<file path="src/rtl/bslru_pkg.sv">
// ----------------------------------------------------------------------------
// bslru_pkg
// Shared types and constants for the station table with least-recently-seen
// replacement.
// ----------------------------------------------------------------------------
package bslru_pkg;

  // Widest slot index the table supports (up to 1024 entries).
  localparam int unsigned IDX_MAX_W = 10;

  localparam logic [1:0] REG_STRONG   = 2'd0;
  localparam logic [1:0] REG_MODERATE = 2'd1;
  localparam logic [1:0] REG_WEAK     = 2'd2;

  localparam logic [1:0] CLASS_STRONG   = 2'd0;
  localparam logic [1:0] CLASS_MODERATE = 2'd1;
  localparam logic [1:0] CLASS_WEAK     = 2'd2;
  localparam logic [1:0] CLASS_MARGINAL = 2'd3;

  typedef enum logic {
    ST_IDLE,
    ST_SCAN
  } bslru_state_t;

  typedef struct packed {
    logic [47:0]       station_id;
    logic [63:0]       name_word0;
    logic [63:0]       name_word1;
    logic [63:0]       name_word2;
    logic [63:0]       name_word3;
    logic signed [7:0] signal_dbm;
    logic [7:0]        radio_channel;
    logic [3:0]        auth_kind;
    logic [31:0]       timestamp;
  } bslru_req_t;

  typedef struct packed {
    logic [5:0]        slot_index;
    logic              was_hit;
    logic              did_evict;
    logic [6:0]        occupancy;
    logic [31:0]       eviction_total;
    logic [47:0]       echo_station_id;
    logic signed [7:0] echo_signal_dbm;
    logic [7:0]        echo_channel;
    logic [3:0]        echo_auth_kind;
    logic [1:0]        signal_class;
  } bslru_resp_t;

  // Search token that walks down the row of cells, one cell per cycle.
  typedef struct packed {
    logic                 valid;
    logic                 hit_found;
    logic [IDX_MAX_W-1:0] hit_idx;
    logic                 free_found;
    logic [IDX_MAX_W-1:0] free_idx;
    logic                 old_found;
    logic [IDX_MAX_W-1:0] old_idx;
    logic [31:0]          old_time;
  } bslru_probe_t;

  // Entry update broadcast to every cell at the end of a search.
  typedef struct packed {
    logic                 en;
    logic [IDX_MAX_W-1:0] idx;
    logic [47:0]          key;
    logic [31:0]          seen_time;
  } bslru_wr_t;

endpackage

</file>
<file path="src/rtl/bslru_cell.sv">
// ----------------------------------------------------------------------------
// bslru_cell
// One table entry. Folds its entry into the passing search token and hands
// the token, through a register, to the next cell.
// ----------------------------------------------------------------------------
module bslru_cell import bslru_pkg::*; #(
  parameter int unsigned CELL_IDX = 0
) (
  input  logic         clk,
  input  logic         rst,
  input  logic [47:0]  key,
  input  bslru_probe_t probe_in,
  output bslru_probe_t probe_out,
  input  bslru_wr_t    wr
);

  localparam logic [IDX_MAX_W-1:0] MY_IDX = IDX_MAX_W'(CELL_IDX);

  logic         entry_valid;
  logic [47:0]  entry_key;
  logic [31:0]  entry_stamp;
  bslru_probe_t probe_next;

  always_comb begin
    probe_next = probe_in;
    if (!entry_valid) begin
      if (!probe_in.free_found) begin
        probe_next.free_found = 1'b1;
        probe_next.free_idx   = MY_IDX;
      end
    end else if (entry_key == key) begin
      probe_next.hit_found = 1'b1;
      probe_next.hit_idx   = MY_IDX;
    end else if (!probe_in.old_found || (entry_stamp < probe_in.old_time)) begin
      probe_next.old_found = 1'b1;
      probe_next.old_idx   = MY_IDX;
      probe_next.old_time  = entry_stamp;
    end
  end

  always_ff @(posedge clk) begin
    if (rst) begin
      probe_out.valid <= 1'b0;
    end else begin
      probe_out.valid <= probe_in.valid;
    end
    probe_out.hit_found  <= probe_next.hit_found;
    probe_out.hit_idx    <= probe_next.hit_idx;
    probe_out.free_found <= probe_next.free_found;
    probe_out.free_idx   <= probe_next.free_idx;
    probe_out.old_found  <= probe_next.old_found;
    probe_out.old_idx    <= probe_next.old_idx;
    probe_out.old_time   <= probe_next.old_time;
  end

  always_ff @(posedge clk) begin
    if (rst) begin
      entry_valid <= 1'b0;
    end else if (wr.en && wr.idx == MY_IDX) begin
      entry_valid <= 1'b1;
    end
  end

  always_ff @(posedge clk) begin
    if (wr.en && wr.idx == MY_IDX) begin
      entry_key   <= wr.key;
      entry_stamp <= wr.seen_time;
    end
  end

endmodule

</file>
<file path="config.mk">
export PLATFORM = sky130hd
export DESIGN_NAME = bslru_cell
export DESIGN_NICKNAME = d
export VERILOG_FILES = /design/src/rtl/bslru_pkg.sv /design/src/rtl/bslru_cell.sv
export SDC_FILE = /design/constraint.sdc
export NUM_CORES = 1
export LEC_CHECK = 0
export BUFFER_PORTS_ARGS = -buffer_cell sky130_fd_sc_hd__buf_4
export CORE_UTILIZATION = 30
export DETAILED_ROUTE_END_ITERATION = 10
export PLACE_DENSITY = 0.57
export SETUP_SLACK_MARGIN = 0.5
export SLEW_MARGIN = 20
export SYNTH_ARGS = -nofsm -noshare
export SYNTH_HDL_FRONTEND = slang
export SYNTH_SLANG_ARGS = --single-unit
</file>
<file path="constraint.sdc">
create_clock -name clk -period 12 [get_ports clk]
set_input_delay 2.4 -clock clk [delete_from_list [all_inputs] [get_ports clk]]
set_output_delay 2.4 -clock clk [all_outputs]
set_load 0.01 [all_outputs]
</file>
-- Word level (Yosys, flattened, before mapping)
Index checks and enable logic that the tools add are counted.
- equality and inequality tests: 1
- order comparisons: 1
- mux-type cells: 7
- reduce and logical (&&, ||, !) cells: 4
- operator list (kind ; number):
    43-bit 2-to-1 mux ; 3
    48-bit equality test ; 1
    11-bit 2-to-1 mux ; 3
    32-bit < comparator ; 1
    10-bit logical NOT ; 1
    10-bit 2-to-1 mux ; 1
    1-bit logical AND ; 1
    1-bit logical NOT ; 1
    1-bit logical OR ; 1
- register bits after elaboration: 147
- bits of input ports: 207
- logic and storage cells: 24

-- Longest topological paths before layout
Gate-level depths: netlist (run 1).
- word-level depth: 5
- gate-level depth with buffers: 9
- mapped depth without buffers: 8

-- Least setup slack after synthesis (run 1)
No wires, ideal clock.
- path kind: input -> register
- from: input wr[82] (netlist bit)
- to: register entry_key[0], enable pin
- required time: 11.273 ns
- path slack: 0.892 ns
- buffers on the path: 0
- stages: 3
- data arrival time: 10.381 ns
- path through: nor4b_1 nand2_1 nor4_1
- cells in the longest elaborated chain, start to end: 2
- ends and longest elaborated chain (item ; RTL line ; text):
    start, declared ; bslru_cell.sv:14 ; input bslru_wr_t wr
    10-bit logical NOT ; bslru_cell.sv:65 ; if (wr.en && wr.idx == MY_IDX) begin
    1-bit logical AND ; bslru_cell.sv:65 ;
    end signal, assigned ; bslru_cell.sv:66 ; entry_key <= wr.key;
    end, declared ; bslru_cell.sv:20 ; logic [47:0] entry_key;
No other way between the ends.
A chain may end at the register's enable or synchronous reset.

==> impl_metrics.ini, run 1 <==
[route]
ant_nets = 0
num_vias = 4083
drcViolationCount = 0
drt_wl_total_um = 14100
route.detailed.wl_per_inst_um = 14.6
routed_via_density = 4.24
drt_first_pass_iters = 4
drt_iter0_markers = 120

[die]
floorplan.core_area_um2 = 18900
placement_rows = 50
start_util_pct = 30.9
die_h_um = 142
floorplan.die.width_um = 142
die_area_um2 = 20000
boundaryPins = 273

[worst_setup_path]
cp_top_family = compound AO/OA/AOI/OAI gates
depth_of_the_worst_register_to_register_path = 7
setup.worst_path.class = input pin to flop
timing.critical_path.from_type = input pin
crit_top_cell = sky130_fd_sc_hd__buf_4
cp.required_ns = 12.31
cp_max_fo = 28
crit_cells = 9
arrival_ns = 5.43
critical_path.n_buffers_inverters = 3
slowest_delay_ns = 0.91
timing.critical_path.slowest_stage_cell = sky130_fd_sc_hd__a2111oi_4
end_kind = flop
path_cells = buf_4, inv_1, ha_1, a21oi_1, o21ai_0, a221o_1, a2111oi_4, buf_4, mux2_2

[global_route]
global_route.usage.total_pct = 14.4
vias_in_the_first_global_route = 4397
largest_net_degree_at_the_start_of_global_routing = 82
antenna_found_initial = 0
overflow = 0
grt_first_pass_wirelength_um = 21600

[clock_tree]
cts.repair.resized = 0
clock_transition_time_at_the_flip_flop_clock_pins_of_the_worst_setup_and_hold_paths_ns = 0.06
cts-hold-fix-buffers = 0
cts.sinks = 147
clk_latency_ns = 0.42
cts.repair_timing.setup_buffer_count = 0
cts_tree = yes
number_of_buffers_inserted_during_clock_tree_synthesis = 17
cts_root_buf = sky130_fd_sc_hd__clkbuf_16
htreeDepth = 4
clock_path_buffers = 2

[logic_synthesis]
netlist.top_cell.by_area = sky130_fd_sc_hd__edfxtp_1
area_of_the_mapped_netlist_um2 = 5840
synth.top_cells.by_count = sky130_fd_sc_hd__edfxtp_1 (80), sky130_fd_sc_hd__dfxtp_1 (67), sky130_fd_sc_hd__xor2_1 (48), sky130_fd_sc_hd__inv_1 (32), sky130_fd_sc_hd__ha_1 (31)
yosys_register_bits = 147
synth.most_common_cell = sky130_fd_sc_hd__edfxtp_1
syn-mean-instance-area_um2 = 14.5
postSynthNetCount = 641
yosysTopAreaCellShare_pct = 41.1
synth-seq-area-share_pct = 64.1
synth.yosys.warnings = 0
synth_cells = 403
yosysUniqueCellTypes = 34
most_instantiated_flip_flop_cell_in_the_synthesis_netlist = sky130_fd_sc_hd__edfxtp_1
async_flop_share_pct = 0
synthTopCellsByArea = sky130_fd_sc_hd__edfxtp_1 (41%), sky130_fd_sc_hd__dfxtp_1 (23%), sky130_fd_sc_hd__mux2_4 (7.7%)
synth-edff-count = 80

[sta]
setup_slack_ns = 6.88
timing.fmax_mhz = 195
slew_headroom_pct = 28.5
min_period_ns = 5.12
timing.clock.skew_ns = 0.00831
fin_setup_tns_ns = 0
grt_setup_unrepaired = false
report.final.setup_viol = 0
period_share_pct = 42.7
timing.final.hold_violations = 0
timing_max_transition_violations_final = 0
tightest_slew_ns = 1.07

[final_layout]
diodes = 0
layout-area-overhead-vs-synth_pct = 50.4
fill_cells = 1758
finalNetCount = 929
drive_above_1_share_pct = 48.0

[outcome]
run_status = finished, final reports clean

[place]
port_buffers = 272
dp.final_hpwl_um = 10900
gpl.final_weighted_congestion = 0.786
placement.setup.worst_slack_ns = 6.41

[hold_path]
worst_min_path_class = flop to flop
worst_hold_path_cells = 1

[job]
max_cap_violations = 0

[pwr]
max-vdd-ir-drop_uv = 92.5
design_power_total_mw = 1.19
leakagePower_nw = 3.92
p_per_area_nw_per_um2 = 136
-- where the power goes --
group	switching (mW)	internal, mW
logic	0.0364	0.0741
clock network	0.213	0.323
registers	0.00344	0.542
total	0.253	0.938
-- per-stage QoR --
stage	instances	hold WS (ns)	util, %	instance area, µm²
after floorplan	403	0.409	-	5840
after global placement	932	0.431	43.3	8190
after detailed placement	932	0.450	43.3	8190
after CTS	964	0.468	46.5	8780
after global routing	964	0.515	46.5	8780
final	964	0.466	46.5	8780
-- layout by cell type, fill, tap and decap left out, types with 2 or more instances in the layout --
master | netlist | final
sky130_fd_sc_hd__buf_4 | 0 | 274
sky130_fd_sc_hd__edfxtp_1 | 80 | 80
sky130_fd_sc_hd__dfxtp_1 | 67 | 67
sky130_fd_sc_hd__xor2_1 | 48 | 48
sky130_fd_sc_hd__inv_1 | 32 | 32
sky130_fd_sc_hd__ha_1 | 31 | 31
sky130_fd_sc_hd__mux2_4 | 30 | 30
sky130_fd_sc_hd__nor2b_1 | 23 | 23
sky130_fd_sc_hd__clkbuf_16 | 0 | 20
sky130_fd_sc_hd__nor4_1 | 15 | 14
sky130_fd_sc_hd__a21oi_1 | 12 | 12
sky130_fd_sc_hd__and2_1 | 10 | 10
sky130_fd_sc_hd__nand2_1 | 9 | 9
sky130_fd_sc_hd__nand4_1 | 8 | 8
sky130_fd_sc_hd__o21ai_0 | 6 | 6
sky130_fd_sc_hd__nor2_1 | 5 | 5
sky130_fd_sc_hd__inv_4 | 0 | 4
sky130_fd_sc_hd__nand2b_1 | 3 | 3
sky130_fd_sc_hd__clkinv_2 | 0 | 3
sky130_fd_sc_hd__a21o_1 | 2 | 2
sky130_fd_sc_hd__nand3_1 | 2 | 2
sky130_fd_sc_hd__mux2_2 | 2 | 2
sky130_fd_sc_hd__inv_6 | 0 | 2
-- cell type report --
cell class | count | area, µm² | area share, %
Clock inverter | 11 | 91.3 | 1.04
Inverter | 32 | 120 | 1.37
Sequential cell | 147 | 3740 | 42.6
Tap cell | 260 | 325 | 3.70
Timing Repair Buffer | 274 | 2060 | 23.4
Multi-Input combinational cell | 219 | 1940 | 22.1
Clock buffer | 21 | 504 | 5.74
-- per-layer routing --
metal,vias to the layer above,wire length (µm),global-route usage (%)
met5,-,0,0
met4,0,168,5.21
met1,1901,5480,15.1
li1,2001,-,-
met3,12,1200,6.34
met2,169,7260,25.3
-- flip-flops by register name, indices dropped and copies added (netlist names) --
signal,count
entry_stamp,32
entry_key,48
probe_out,66
entry_valid,1
-- logic make-up (layout without fill, tap and decap cells) --
group | after synthesis | in the layout | share of synthesized area [%]
flip-flops | 147 | 147 | 64.1
AND/OR/NAND/NOR | 82 | 82 | 8.25
XOR/XNOR | 48 | 48 | 7.20
buffers and inverters | 37 | 338 | 2.78
multiplexers | 32 | 32 | 8.10
adder cells (fa/ha/maj) | 31 | 31 | 6.64
AO/OA/AOI/OAI | 26 | 26 | 2.96
-- path summary, 6_finish.rpt --
| check | endpoint | from | slack, ns |
|---|---|---|---|
| max reg2reg | probe_out[1] | entry_stamp[27] | 8.58 |
| min reg2reg | probe_out[53] | entry_valid | 0.47 |
| min | probe_out[53] | entry_valid | 0.47 |
| max | probe_out[1] | probe_in[27] | 6.88 |
No activity file was read; power rests on OpenSTA's default activity.
==> inputs of run 2 (changes only) <==
Clock period 12 ns to 5.13 ns, I/O delays scaled along.
==> impl_metrics.ini, run 2 (same netlist as run 1, synthesis figures left out) <==
[worst_setup_path]
timing.critical_path.slowest_stage_cell = sky130_fd_sc_hd__o31ai_1
cp_max_fo = 24
setup.worst_path.class = input pin to flop
end_kind = flop
cp.required_ns = 5.43
crit_top_cell = sky130_fd_sc_hd__buf_4
critical_path.n_buffers_inverters = 2
path_cells = buf_4, xor2_1, nor4_1, nand4_1, o31ai_1, a2111oi_4, buf_4, mux2_4
timing.critical_path.from_type = input pin
arrival_ns = 3.44
slowest_delay_ns = 0.74
cp_top_family = compound AO/OA/AOI/OAI gates

[final_layout]
multiInputGateArea_um2 = 1950
reg_top3 = probe_out x66, entry_key x48, entry_stamp x32
most-common-layout-cells = sky130_fd_sc_hd__buf_4 (274), sky130_fd_sc_hd__edfxtp_1 (80), sky130_fd_sc_hd__dfxtp_1 (67)
finalNetCount = 931
seqCellArea_um2 = 3740
layout-area-overhead-vs-synth_pct = 50.8
regMostFlops = probe_out
final_common_cell = sky130_fd_sc_hd__buf_4
diodes = 0
number_of_flip_flops_under_the_largest_register_name = 66
drive_above_1_share_pct = 48.4
fill_cells = 1725

[hold_path]
worst_min_path_class = flop to flop

[clock_tree]
cts.sinks = 147
cts.repair_timing.setup_buffer_count = 0
cts-hold-fix-buffers = 0
clock_transition_time_at_the_flip_flop_clock_pins_of_the_worst_setup_and_hold_paths_ns = 0.06
number_of_buffers_inserted_during_clock_tree_synthesis = 17
clock_path_buffers = 2
cts_root_buf = sky130_fd_sc_hd__clkbuf_16
cts.repair.resized = 0
clk_latency_ns = 0.42
cts_tree = yes
htreeDepth = 4

[die]
die_h_um = 142
start_util_pct = 30.9
placement_rows = 50
boundaryPins = 273
floorplan.core_area_um2 = 18900
floorplan.die.width_um = 142
die_area_um2 = 20000

[route]
route.detailed.wl_per_inst_um = 14.5
num_vias = 4069
drt_first_pass_iters = 4
drt_iter0_markers = 116
ant_nets = 0
drt_wl_total_um = 14000
routed_via_density = 4.21
drcViolationCount = 0

[pwr]
max-vdd-ir-drop_uv = 236
comb_power_share_pct = 9.4
sequentialPowerShare_pct = 46.4
switching_power_mw = 0.607
p_per_area_nw_per_um2 = 312
p_int_mw = 2.14
clock_power_share_pct = 44.2
power_switching_share_pct = 22.1
leakagePower_nw = 3.90
design_power_total_mw = 2.75

[global_route]
grt_first_pass_wirelength_um = 21200
global_route.usage.total_pct = 14.1
vias_in_the_first_global_route = 4319
largest_net_degree_at_the_start_of_global_routing = 66
overflow = 0
antenna_found_initial = 0

[sta]
min_period_ns = 3.14
timing.final.hold_violations = 0
hold-worst-slack_ns = 0.465
grt_setup_unrepaired = false
tightest_slew_ns = 0.802
slew_headroom_pct = 46.1
period_share_pct = 61.2
report.final.setup_viol = 0
timing_max_transition_violations_final = 0
timing.clock.skew_ns = 0.0122
fin_setup_tns_ns = 0
timing.fmax_mhz = 319
setup_slack_ns = 1.99

[place]
port_buffers = 272
dp.final_hpwl_um = 11000
gpl.final_weighted_congestion = 0.765
placement.setup.worst_slack_ns = 1.40

[outcome]
run_status = finished, final reports clean

[job]
max_cap_violations = 0
## run 2: power groups by stage
stage	Combinational [mW]	Clock, mW	Sequential, mW
2_1_floorplan	0.0640	0	1.31
3_3_place_gp	0.257	0	1.30
3_5_place_dp	0.261	0	1.30
4_1_cts	0.262	1.25	1.28
5_1_grt	0.280	1.29	1.28
6_report	0.258	1.21	1.28
## run 2: worst register-to-register path: cells and delay by family (launching register included)
family / cells / cell delay [ns]
buf+inv: 1 / 0.32
mux: 1 / 0.36
xor+xnor: 1 / 0.15
simple gates: 2 / 0.62
compound gates: 2 / 0.86
flops: 1 / 0.37
## run 2: worst paths after layout
path	end	from	slack, ns	cells after the start
setup / recovery	probe_out[13]	key[38]	1.99	8
hold reg to reg	probe_out[53]	entry_valid	0.46	1
hold / removal	probe_out[53]	entry_valid	0.46	1
setup reg to reg	probe_out[13]	entry_key[38]	2.33	7
## run 2: layout make-up
class | count | share of cell area (%)
sequential | 147 | 42.5
multi-input combinational | 219 | 22.1
inverter | 32 | 1.36
timing repair buffer | 276 | 23.7
clock inverter | 13 | 1.41
tap | 260 | 3.69
clock buffer | 19 | 5.14
## run 2: per-stage QoR
stage,cells,utilization (%),cell area [µm²]
3_3_place_gp,933,43.5,8220
6_report,966,46.6,8810
4_1_cts,965,46.5,8790
3_5_place_dp,933,43.5,8220
2_1_floorplan,403,-,5860
5_1_grt,966,46.6,8810
## run 2: metal layers
layer,vias up,global-route usage (%),wire (µm)
met5,-,0,0
met4,0,5.60,256
met3,17,6.01,1230
met2,172,24.5,7050
met1,1872,15.1,5470
li1,2008,-,-
==> inputs of run 3 (changes only) <==
Settings changed: ABC_AREA from default to 1, PLACE_DENSITY 0.57 to 0.58.
Clock period 5.13 ns to 2.7 ns, I/O delays scaled along.
==> impl_metrics.ini, run 3 <==
[worst_setup_path]
end_kind = flop
timing.reg2reg.setup_slack_ns = 0.68
timing.critical_path.to = probe_out[4]
cp_max_fo = 45
depth_of_the_worst_register_to_register_path = 11
startpoint = entry_key[23]
cp.required_ns = 2.99
timing.critical_path.from_type = flop
setup.worst_path.class = flop to flop
worst_r2r_startpoint = entry_key[23]
worstReg2RegEnd = probe_out[4]
arrival_ns = 2.32

[pwr]
p_int_mw = 4.05
max-vdd-ir-drop_uv = 384
leakagePower_nw = 4.21
switching_power_mw = 1.13
clock_power_share_pct = 42.8
p_per_area_nw_per_um2 = 571
comb_power_share_pct = 10.4
power_switching_share_pct = 21.8
sequentialPowerShare_pct = 46.8

[die]
die_area_um2 = 20900
die_h_um = 145
floorplan.die.width_um = 145
placement_rows = 51
start_util_pct = 31.0
boundaryPins = 273
floorplan.core_area_um2 = 19700

[sta]
period_share_pct = 74.8
grt_setup_unrepaired = false
tightest_slew_ns = 0.689
timing.fmax_mhz = 495
report.final.setup_viol = 0
timing.clock.skew_ns = 0.00981
fin_setup_tns_ns = 0
slew_headroom_pct = 53.9
min_period_ns = 2.02
timing_max_transition_violations_final = 0
timing.final.hold_violations = 0

[logic_synthesis]
syn-mean-instance-area_um2 = 10.7
netlist.top_cell.by_area = sky130_fd_sc_hd__edfxtp_1
yosys_register_bits = 147
synth.yosys.warnings = 0
synth.top_cells.by_count = sky130_fd_sc_hd__nand2_1 (116), sky130_fd_sc_hd__edfxtp_1 (80), sky130_fd_sc_hd__inv_1 (70), sky130_fd_sc_hd__dfxtp_1 (67), sky130_fd_sc_hd__nor2_1 (52)
synth_cells = 568
yosysUniqueCellTypes = 30
postSynthNetCount = 806
synth.most_common_cell = sky130_fd_sc_hd__nand2_1
yosysTopAreaCellShare_pct = 39.3
synth-seq-area-share_pct = 61.3
async_flop_share_pct = 0
most_instantiated_flip_flop_cell_in_the_synthesis_netlist = sky130_fd_sc_hd__edfxtp_1
synth-edff-count = 80
area_of_the_mapped_netlist_um2 = 6110
synthTopCellsByArea = sky130_fd_sc_hd__edfxtp_1 (39%), sky130_fd_sc_hd__dfxtp_1 (22%), sky130_fd_sc_hd__nand2_1 (7.1%)

[final_layout]
most-common-layout-cells = sky130_fd_sc_hd__buf_4 (277), sky130_fd_sc_hd__nand2_1 (115), sky130_fd_sc_hd__edfxtp_1 (80)
fill_cells = 1890
layout-area-overhead-vs-synth_pct = 48.5
layout.cells.non_filler = 1135
final_core_utilization_pct = 46.0
number_of_flip_flops_under_the_largest_register_name = 66
finalNetCount = 1095
stdcell_area_um2 = 9060
final_common_cell = sky130_fd_sc_hd__buf_4
diodes = 0
drive_above_1_share_pct = 38.9
reg_top3 = probe_out x66, entry_key x48, entry_stamp x32
regMostFlops = probe_out

[clock_tree]
htreeDepth = 4
cts.sinks = 147
clock_transition_time_at_the_flip_flop_clock_pins_of_the_worst_setup_and_hold_paths_ns = 0.06
number_of_buffers_inserted_during_clock_tree_synthesis = 17
cts-hold-fix-buffers = 0
clock_path_buffers = 2
clk_latency_ns = 0.41
cts_tree = yes
cts_root_buf = sky130_fd_sc_hd__clkbuf_16

[route]
routed_via_density = 4.14
drt_wl_total_um = 15400
drt_first_pass_iters = 4
drt_iter0_markers = 150
ant_nets = 0
num_vias = 4700
drcViolationCount = 0
route.detailed.wl_per_inst_um = 13.5

[place]
place_inst = 1097
gpl.final_weighted_congestion = 0.796
dp.final_hpwl_um = 11500
port_buffers = 272
placedInstanceArea_um2 = 8420

[global_route]
overflow = 0
global_route.usage.total_pct = 14.6
largest_net_degree_at_the_start_of_global_routing = 79
grt_first_pass_wirelength_um = 22600
antenna_found_initial = 0
vias_in_the_first_global_route = 4525

[hold_path]
worst_min_path_class = input pin to flop

[outcome]
run_status = finished, final reports clean

[job]
max_cap_violations = 0
==> run 3: worst min path at each step <==
stage | start | endpoint | slack (ns) | cells after the start
2_1_floorplan | entry_stamp[0] | probe_out[0] | 0.47 | 2
3_3_place_gp | entry_stamp[0] | probe_out[0] | 0.49 | 2
3_5_place_dp | entry_stamp[0] | probe_out[0] | 0.49 | 2
4_1_cts | wr[54] | entry_key[22] | 0.27 | 1
5_1_grt | wr[50] | entry_key[18] | 0.27 | 1
6_report | wr[76] | entry_key[44] | 0.30 | 1
==> run 3: per-stage QoR <==
stage	total power [mW]	hold WS [ns]	setup slack, ns
3_3_place_gp	2.99	0.487	0.173
6_report	5.18	0.299	0.679
5_1_grt	5.39	0.274	0.511
2_1_floorplan	2.64	0.474	0.774
4_1_cts	5.25	0.269	0.558
3_5_place_dp	3.00	0.489	0.122
==> run 3: power by group through the flow <==
stage / logic [mW] / registers [mW] / clock network, mW
global route: 0.594 / 2.43 / 2.37
global placement: 0.522 / 2.47 / 0
floorplan: 0.145 / 2.50 / 0
CTS: 0.536 / 2.42 / 2.29
detailed placement: 0.529 / 2.47 / 0
finish: 0.538 / 2.42 / 2.22
==> run 3: cell families after synthesis <==
family / after synthesis / share of synthesized area (%)
AND/OR/NAND/NOR: 237 / 16.9
flip-flops: 147 / 61.3
buffers and inverters: 83 / 6.29
XOR/XNOR: 40 / 5.74
adder cells (fa/ha/maj): 31 / 6.35
AO/OA/AOI/OAI: 30 / 3.36
==> run 3: repair_timing <==
item                                    CTS  global route
endpoints found under the setup margin   39            32
hold endpoints to repair                  0             0
setup buffers                             0             3
gates cloned                              1             2
gates resized for setup                   3             4
pin swaps                                 0             1
==> run 3: routing by layer <==
layer | up-vias | routed length, µm | global-route usage, % | part of all wire (%)
met5 | - | 0 | 0 | 0
met4 | 0 | 127 | 3.99 | 0.83
met3 | 8 | 1740 | 7.14 | 11
met2 | 200 | 7270 | 23.9 | 47
met1 | 2076 | 6240 | 16.8 | 41
li1 | 2416 | - | - | -
==> run 3: area by class of cell <==
class	instances	area [µm²]	share of cell area, %
clock buffer	21	462	5.09
clock inverter	11	86.3	0.952
inverter	71	269	2.97
multi-input combinational	341	2050	22.7
sequential	147	3740	41.3
tap	265	332	3.66
timing repair buffer	279	2120	23.4
==> run 3: worst max-delay path, stage by stage, from the launching register on <==
cell                       delay, ns
sky130_fd_sc_hd__edfxtp_1       0.38
sky130_fd_sc_hd__or2_1          0.23
sky130_fd_sc_hd__nand3_1        0.08
sky130_fd_sc_hd__nor2_1         0.05
sky130_fd_sc_hd__nand2_1        0.08
sky130_fd_sc_hd__nor2_1         0.06
sky130_fd_sc_hd__nand3_2        0.09
sky130_fd_sc_hd__nand2_2        0.07
sky130_fd_sc_hd__inv_4          0.44
sky130_fd_sc_hd__nand2_8        0.20
sky130_fd_sc_hd__nand2_1        0.10
sky130_fd_sc_hd__nand2_1        0.06
